[src/vn_pkg.sv]
// Package for the vector normalize unit: shared widths, register indexes and lane types.
// Depends on nothing; used by every module in src.
`default_nettype none
package vn_pkg;
  localparam int MagW = 32;
  localparam int SumW = 68;
  localparam int RootW = 35;
  localparam int QOne = 30;
  localparam int NumW = 62;
  localparam int OutW = 32;

  typedef enum logic [0:0] {
    REG_ACTIVE = 1'b0,
    REG_MIN_NORM = 1'b1
  } reg_idx_t;

  typedef struct packed {
    logic valid;
    logic [RootW-1:0] d;
  } div_ctl_t;
endpackage
`default_nettype wire

[src/vn_sqrt.sv]
// Pipelined integer square root, one result bit per stage, with the minimum norm floor.
// Depends on vn_pkg.
`default_nettype none
module vn_sqrt
  import vn_pkg::*;
  (
    input  wire logic              clk,
    input  wire logic              rst,
    input  wire logic              in_valid,
    input  wire logic [SumW-1:0]   sum,
    input  wire logic [30:0]       min_norm,
    output div_ctl_t               ctl
  );
  localparam int St = RootW;

  logic [St:0]            v;
  logic [SumW-1:0]        rem [St+1];
  logic [RootW-1:0]       root [St+1];
  logic [30:0]            mn [St+1];
  logic [RootW-1:0]       dsel;

  assign v[0] = in_valid;
  assign rem[0] = sum;
  assign root[0] = '0;
  assign mn[0] = min_norm;

  for (genvar s = 0; s < St; s++) begin : g_st
    localparam int B = St - 1 - s;
    logic [SumW+1:0] trial;
    logic [SumW+1:0] rx;
    always_comb begin
      trial = ({{(SumW+2-RootW){1'b0}}, root[s]} << (B + 1))
            | ((SumW+2)'(1) << (2 * B));
      rx = {2'b00, rem[s]};
    end
    always_ff @(posedge clk) begin
      if (rst) begin
        v[s+1] <= 1'b0;
      end else begin
        v[s+1] <= v[s];
      end
      mn[s+1] <= mn[s];
      if (trial <= rx) begin
        rem[s+1] <= SumW'(rx - trial);
        root[s+1] <= root[s] | (RootW'(1) << B);
      end else begin
        rem[s+1] <= rem[s];
        root[s+1] <= root[s];
      end
    end
  end

  always_comb begin
    dsel = root[St];
    if (dsel < {4'd0, mn[St]}) begin
      dsel = {4'd0, mn[St]};
    end
    if (dsel == '0) begin
      dsel = RootW'(1);
    end
  end

  always_ff @(posedge clk) begin
    if (rst) begin
      ctl.valid <= 1'b0;
    end else begin
      ctl.valid <= v[St];
    end
    ctl.d <= dsel;
  end
endmodule
`default_nettype wire

[config.mk]
export PLATFORM = sky130hd
export DESIGN_NAME = vn_sqrt
export DESIGN_NICKNAME = d
export VERILOG_FILES = /design/src/vn_pkg.sv /design/src/vn_sqrt.sv
export SDC_FILE = /design/constraint.sdc
export NUM_CORES = 2
export LEC_CHECK = 0
export ABC_AREA = 0
export BUFFER_PORTS_ARGS = -buffer_cell sky130_fd_sc_hd__buf_2
export CAP_MARGIN = 20
export CORE_ASPECT_RATIO = 0.9
export CORE_MARGIN = 1
export CORE_UTILIZATION = 31
export DETAILED_ROUTE_END_ITERATION = 10
export PLACE_DENSITY = 0.57
export REMOVE_ABC_BUFFERS = 1
export SLEW_MARGIN = 20
export SYNTH_ARGS = -nofsm -noshare
export SYNTH_HDL_FRONTEND = slang
export SYNTH_SLANG_ARGS = --single-unit
[constraint.sdc]
create_clock -name clk -period 4.7 [get_ports clk]
set_input_delay 0.235 -clock clk [delete_from_list [all_inputs] [get_ports clk]]
set_output_delay 0.235 -clock clk [all_outputs]
set_load 0.05 [all_outputs]
# After elaboration in Yosys (flattened, before gate mapping)
# Index checks and enable logic that the tools add are counted.
# totals
reg_bits	4693
inputBits	102
out_inout_bits	36
elab_cells	282
# op_classes
n_addsub	34
magnitude_cmp	36
mux	36
n_reduce_logical	1
# ops
operator	n
two-way mux 68 bit	34
subtractor 68 bit	2
two-way mux 35 bit	2
<= comparator 69 x 68 -> 1 bit	1
<= comparator 69 x 68 -> 1 bit (first input constant)	1
<= comparator 36 x 68 -> 1 bit	1
<= comparator 37 x 68 -> 1 bit	1
<= comparator 38 x 68 -> 1 bit	1
<= comparator 39 x 68 -> 1 bit	1
<= comparator 40 x 68 -> 1 bit	1
<= comparator 41 x 68 -> 1 bit	1
<= comparator 42 x 68 -> 1 bit	1
<= comparator 43 x 68 -> 1 bit	1
<= comparator 44 x 68 -> 1 bit	1
<= comparator 45 x 68 -> 1 bit	1
<= comparator 46 x 68 -> 1 bit	1
<= comparator 47 x 68 -> 1 bit	1
<= comparator 48 x 68 -> 1 bit	1
<= comparator 49 x 68 -> 1 bit	1
<= comparator 50 x 68 -> 1 bit	1
<= comparator 51 x 68 -> 1 bit	1
<= comparator 52 x 68 -> 1 bit	1
<= comparator 53 x 68 -> 1 bit	1
<= comparator 54 x 68 -> 1 bit	1
other kinds (48)	48

# Longest topological paths before layout
# depth
depth_word	3
ltp_mapped	16
depth_no_buf	13

# Worst setup path before layout
# OpenSTA, ideal clock, no wires.
# synth_path
path_type	register to register
start	register rem (netlist bit g_st[25].rx[54])
end	register rem (netlist bit g_st[26].rx[22])
setup_time_ns	0.121
arrival_ns	3.534
required_ns	4.579
path_slack_ns	1.045
stages_incl_launch_ff	11
synth_period_minus_slack_ns	3.655
path_cell_list	dfxtp_1 > or4_1 > or4_1 > or4_1 > or4_1 > or4_1 > nor2_1 > and2_1 > buf_2 > buf_4 > mux2_2
# synth_between
elab_chain_len	2
# synth_lines
item	line	source
start, declared	vn_sqrt.sv:17	logic [SumW-1:0] rem [St+1];
start signal, assigned by index	vn_sqrt.sv:44	rem[s+1] <= SumW'(rx - trial);
start signal, assigned by index	vn_sqrt.sv:47	rem[s+1] <= rem[s];
<= comparator 45 x 68 -> 1 bit	vn_sqrt.sv:43	if (trial <= rx) begin
two-way mux 68 bit	vn_sqrt.sv:43	
# Every way passes these cells.
# A chain may end at the register's enable or synchronous reset.

# Worst setup path in the final report
# layout_path
start	register root (netlist bit g_st[33].trial[35])
end	register rem (netlist bit g_st[34].rx[66])
# layout_between
elab_chain_len	2
word_cells_on_any_way	3
# layout_lines
item	line	source
start, declared	vn_sqrt.sv:18	logic [RootW-1:0] root [St+1];
start signal, assigned by index	vn_sqrt.sv:45	root[s+1] <= root[s] | (RootW'(1) << B);
start signal, assigned by index	vn_sqrt.sv:48	root[s+1] <= root[s];
subtractor 68 x 37 -> 68 bit / <= comparator 37 x 68 -> 1 bit (equally long branches)	vn_sqrt.sv:44, vn_sqrt.sv:43	
two-way mux 68 bit *	vn_sqrt.sv:43	
# Every way passes the cells marked *; elsewhere a longest branch is shown, timed or not.

==> summary.txt <==
Global routing
  – Largest net degree at the start of global routing: 63
  – Gr usage total: 13.3%
  – Grt ovf: 0
  – Initial antenna violation count: 2
  – Global-route wire length before repair: 463000 um
  – Vias in the first global route: 84900

Power and ir drop
  – PwrDens: 614 nW/um2
  – Worst VDD drop: 0.382 mV
  – P_leak: 0.0687 uW

STA
  – Final setup viols: 0
  – RSZ-0062 raised after global routing: false
  – Final hold violations: 0
  – Fin. max-slew vios: 0
  – Max Fclk: 0.231 GHz
  – Min cycle time layout: 4320 ps
  – Worst-Margin Slew: 1050 ps
  – Worst slew margin: 29.4%
  – Final period utilization: 92.0%
  – Final setup skew: 121 ps
  – Post-route setup TNS: 0 ps
  – Setup WS post-layout: 377 ps

Clock network
  – CTS buffer count: 395
  – Clock Pin Slew Worst Setup and Hold Paths: 60 ps
  – PostCTS Resize Cnt: 0
  – Clk buf depth: 4
  – CTS Sinks: 4062
  – Worst-Skew Late Latency: 1020 ps
  – H-tree depth: 5
  – CTS tree: built
  – # Post-CTS Setup Buffers: 0
  – Clock root buffer: clkbuf_16
  – Cts-stage hold buffer count: 201

Worst setup path
  – Length in cells of the worst reg-to-reg path: 12
  – CP startpoint: g_st[33].trial[35]$_DFF_P_
  – CP Max Fanout: 13
  – Critical path's top delay family: compound AO/OA/AOI/OAI gates
  – Crit path required time: 5560 ps
  – Worst path arrival time: 5180 ps
  – Slowest CP cell: a311oi_1
  – Crit. End Element: flop
  – Worst path depth: 12
  – R2R Path Start: g_st[33].trial[35]$_DFF_P_
  – Max incr delay on CP: 550 ps
  – Reg-to-Reg End: g_st[34].rx[66]$_DFF_P_
  – CP Launch Type: flop
  – R2R Setup Slk: 380 ps
  – Cells along the critical path: inv_1 > ha_1 > a2111o_1 > a311oi_1 > nand4_1 > a2111oi_0 > a21bo_2 > and2_2 > nor2b_1 > nand3b_1 > nor4_1 > xor2_1
  – CP endpoint: g_st[34].rx[66]$_DFF_P_
  – Buf/Inv on CP: 1
  – Critical path type: flop to flop

Synthesis
  – Syn Inst Count: 12100
  – Yosys warnings: 0
  – Mux cell area share after synthesis: 1.15%
  – Mapped Area: 133000 um2
  – Area share of xor/xnor cells in the synthesized design: 6.56%
  – Simple-gate area share of the yosys netlist: 12.3%
  – Synth area leaders: dfxtp_1 (61%), ha_1 (6.2%), xnor2_1 (3.3%)
  – Async SR Flop Fraction: 0%
  – Netlist cell types: 89
  – Synth top area share: 61.4%
  – Post-Synth Adder-Cell Area: 6.20%
  – Post-synth EDFFs: 0
  – Compound-gate portion of the synthesized area: 9.43%
  – Post-synthesis register bit count: 4062
  – Largest family of logic cells by synthesized area: simple AND/OR/NAND/NOR gates
  – Register area share after synthesis: 61.4%
  – Post-synth top flop: dfxtp_1
  – Post-synth top area cell: dfxtp_1
  – Avg Cell Area, Syn: 11.0 um2

Run
  – Max-Cap Viols: 0

Placement
  – HPWL Detailed: 224000 um
  – Pre-CTS WS: 338 ps
  – Port Buf Inserts: 136
  – Post-DP Area: 140000 um2
  – GPL Wtd Cong: 0.906

Floorplanning
  – Die W: 691 um
  – Core area: 425000 um2
  – Starting Density: 31.2%
  – Die H: 622 um
  – DIE AREA: 430000 um2
  – Site row count: 227
  – Ports: 138

Routing
  – DRC: 0
  – Initial drt markers: 4441
  – WL per Instance: 15.8 um
  – Detailed Route WL: 294000 um
  – Vias/cell: 4.48
  – Final ANT Viol Nets: 0
  – First drt pass iteration count: 5
  – Via Count: 83500

Cells and area
  – Nets: 13400
  – Synth-to-layout area growth: 17.8%
  – Fin area: 156000 um2
  – Core Util, Final: 36.7%
  – Layout cells sized above 1: 8.53%

Status
  – Outcome: finished clean

Min path
  – HP Class: flop to flop
## power breakdown
| group | switching, uW | leakage, uW | internal, uW |
|---|---|---|---|
| Combinational | 9750 | 0.0278 | 7990 |
| Clock | 13500 | 0.00680 | 19400 |
| Sequential | 4720 | 0.0341 | 40400 |
## worst min path at each step
stage                                         end  slack [ps]                     from  cells after the start
after floorplan             g_st[1].rx[0]$_DFF_P_         260                   sum[0]                      0
after global placement            mn[463]$_DFF_P_         310          mn[494]$_DFF_P_                      0
after detailed placement          mn[775]$_DFF_P_         310          mn[806]$_DFF_P_                      0
after CTS                 g_st[15].rx[32]$_DFF_P_         230  g_st[14].rx[32]$_DFF_P_                      0
after global routing      g_st[15].rx[32]$_DFF_P_         230  g_st[14].rx[32]$_DFF_P_                      0
final                     g_st[15].rx[32]$_DFF_P_         240  g_st[14].rx[32]$_DFF_P_                      0
## layout by cell type (no fill, tap or decap), drive strengths merged, types with 45 or more instances in the layout
| cell | netlist | final |
|---|---|---|
| a211oi | 53 | 53 |
| a21o | 277 | 277 |
| a21oi | 675 | 675 |
| and3 | 49 | 49 |
| buf | 34 | 215 |
| clkbuf | 176 | 554 |
| clkinv | 1 | 100 |
| dfxtp | 4062 | 4062 |
| dlygate4sd3 | 0 | 201 |
| ha | 657 | 657 |
| inv | 828 | 838 |
| mux2 | 122 | 122 |
| nand2 | 695 | 695 |
| nand2b | 121 | 121 |
| nand3 | 173 | 173 |
| nand4 | 157 | 157 |
| nor2 | 691 | 691 |
| nor2b | 121 | 121 |
| nor3 | 305 | 305 |
| nor4 | 429 | 429 |
| nor4b | 45 | 45 |
| o21a | 92 | 92 |
| o21ai | 482 | 482 |
| o21bai | 55 | 55 |
| o31ai | 56 | 56 |
| or2 | 51 | 51 |
| or3 | 118 | 118 |
| or4 | 71 | 71 |
| xnor2 | 505 | 505 |
| xor2 | 487 | 487 |
## logic make-up (layout without fill, tap and decap cells)
logic type,count (synthesis),in the layout
other,1,4
and+or+nand+nor,3184,3184
adders and majority gates,657,657
muxes,137,137
AOI/OAI and AO/OA,2011,2011
DFF,4062,4062
buffers and inverters,1039,1971
xor gates and xnor gates,992,992
## state kept, by name (all words and copies together), names as in the netlist
signal,count
g_st.rx,2312
mn,1085
g_st.trial,561
ctl,35
v,35
root,34
## per-stage QoR
stage,hold WS [ps],power (uW),std cells
finish,236,95800,18600
global route,233,101000,18600
CTS,225,96900,18600
detailed placement,312,63500,17700
global placement,310,63300,17700
floorplan,263,57500,11900
## routing by layer
metal	vias to the layer above	wire, um	GRT usage [%]	part of all wire [%]
met2	1386	148000	24.7	50
met1	38700	123000	14.9	42
li1	42800	-	-	-
met3	638	9150	1.84	3.1
met5	-	0	0	0
met4	0	13700	6.04	4.6
## synthesized netlist by cell type (68+ instances only)
| cell | number |
|---|---|
| a21oi_1 | 673 |
| nor2b_1 | 121 |
| nand2_1 | 694 |
| xnor2_1 | 505 |
| dfxtp_1 | 4062 |
| or4_1 | 68 |
| nand4_1 | 157 |
| nand3_1 | 173 |
| xor2_1 | 487 |
| nand2b_1 | 121 |
| o21a_1 | 92 |
| or3_1 | 117 |
| nor4_1 | 427 |
| inv_1 | 828 |
| a21o_1 | 277 |
| mux2_2 | 122 |
| nor2_1 | 691 |
| ha_1 | 657 |
| nor3_1 | 305 |
| clkbuf_1 | 174 |
| o21ai_0 | 475 |
## cell type report
| class | instances | area, um2 |
|---|---|---|
| Fill cell | 41600 | 269000 |
| Sequential cell | 4062 | 81300 |
| Multi-Input combinational cell | 6982 | 47400 |
| Clock buffer | 554 | 11400 |
| Tap cell | 5610 | 7020 |
| Timing Repair Buffer | 416 | 3310 |
| Inverter | 829 | 3110 |
| Clock inverter | 172 | 2570 |
| Antenna cell | 3 | 7.51 |
No activity file was read; power rests on OpenSTA's default activity.
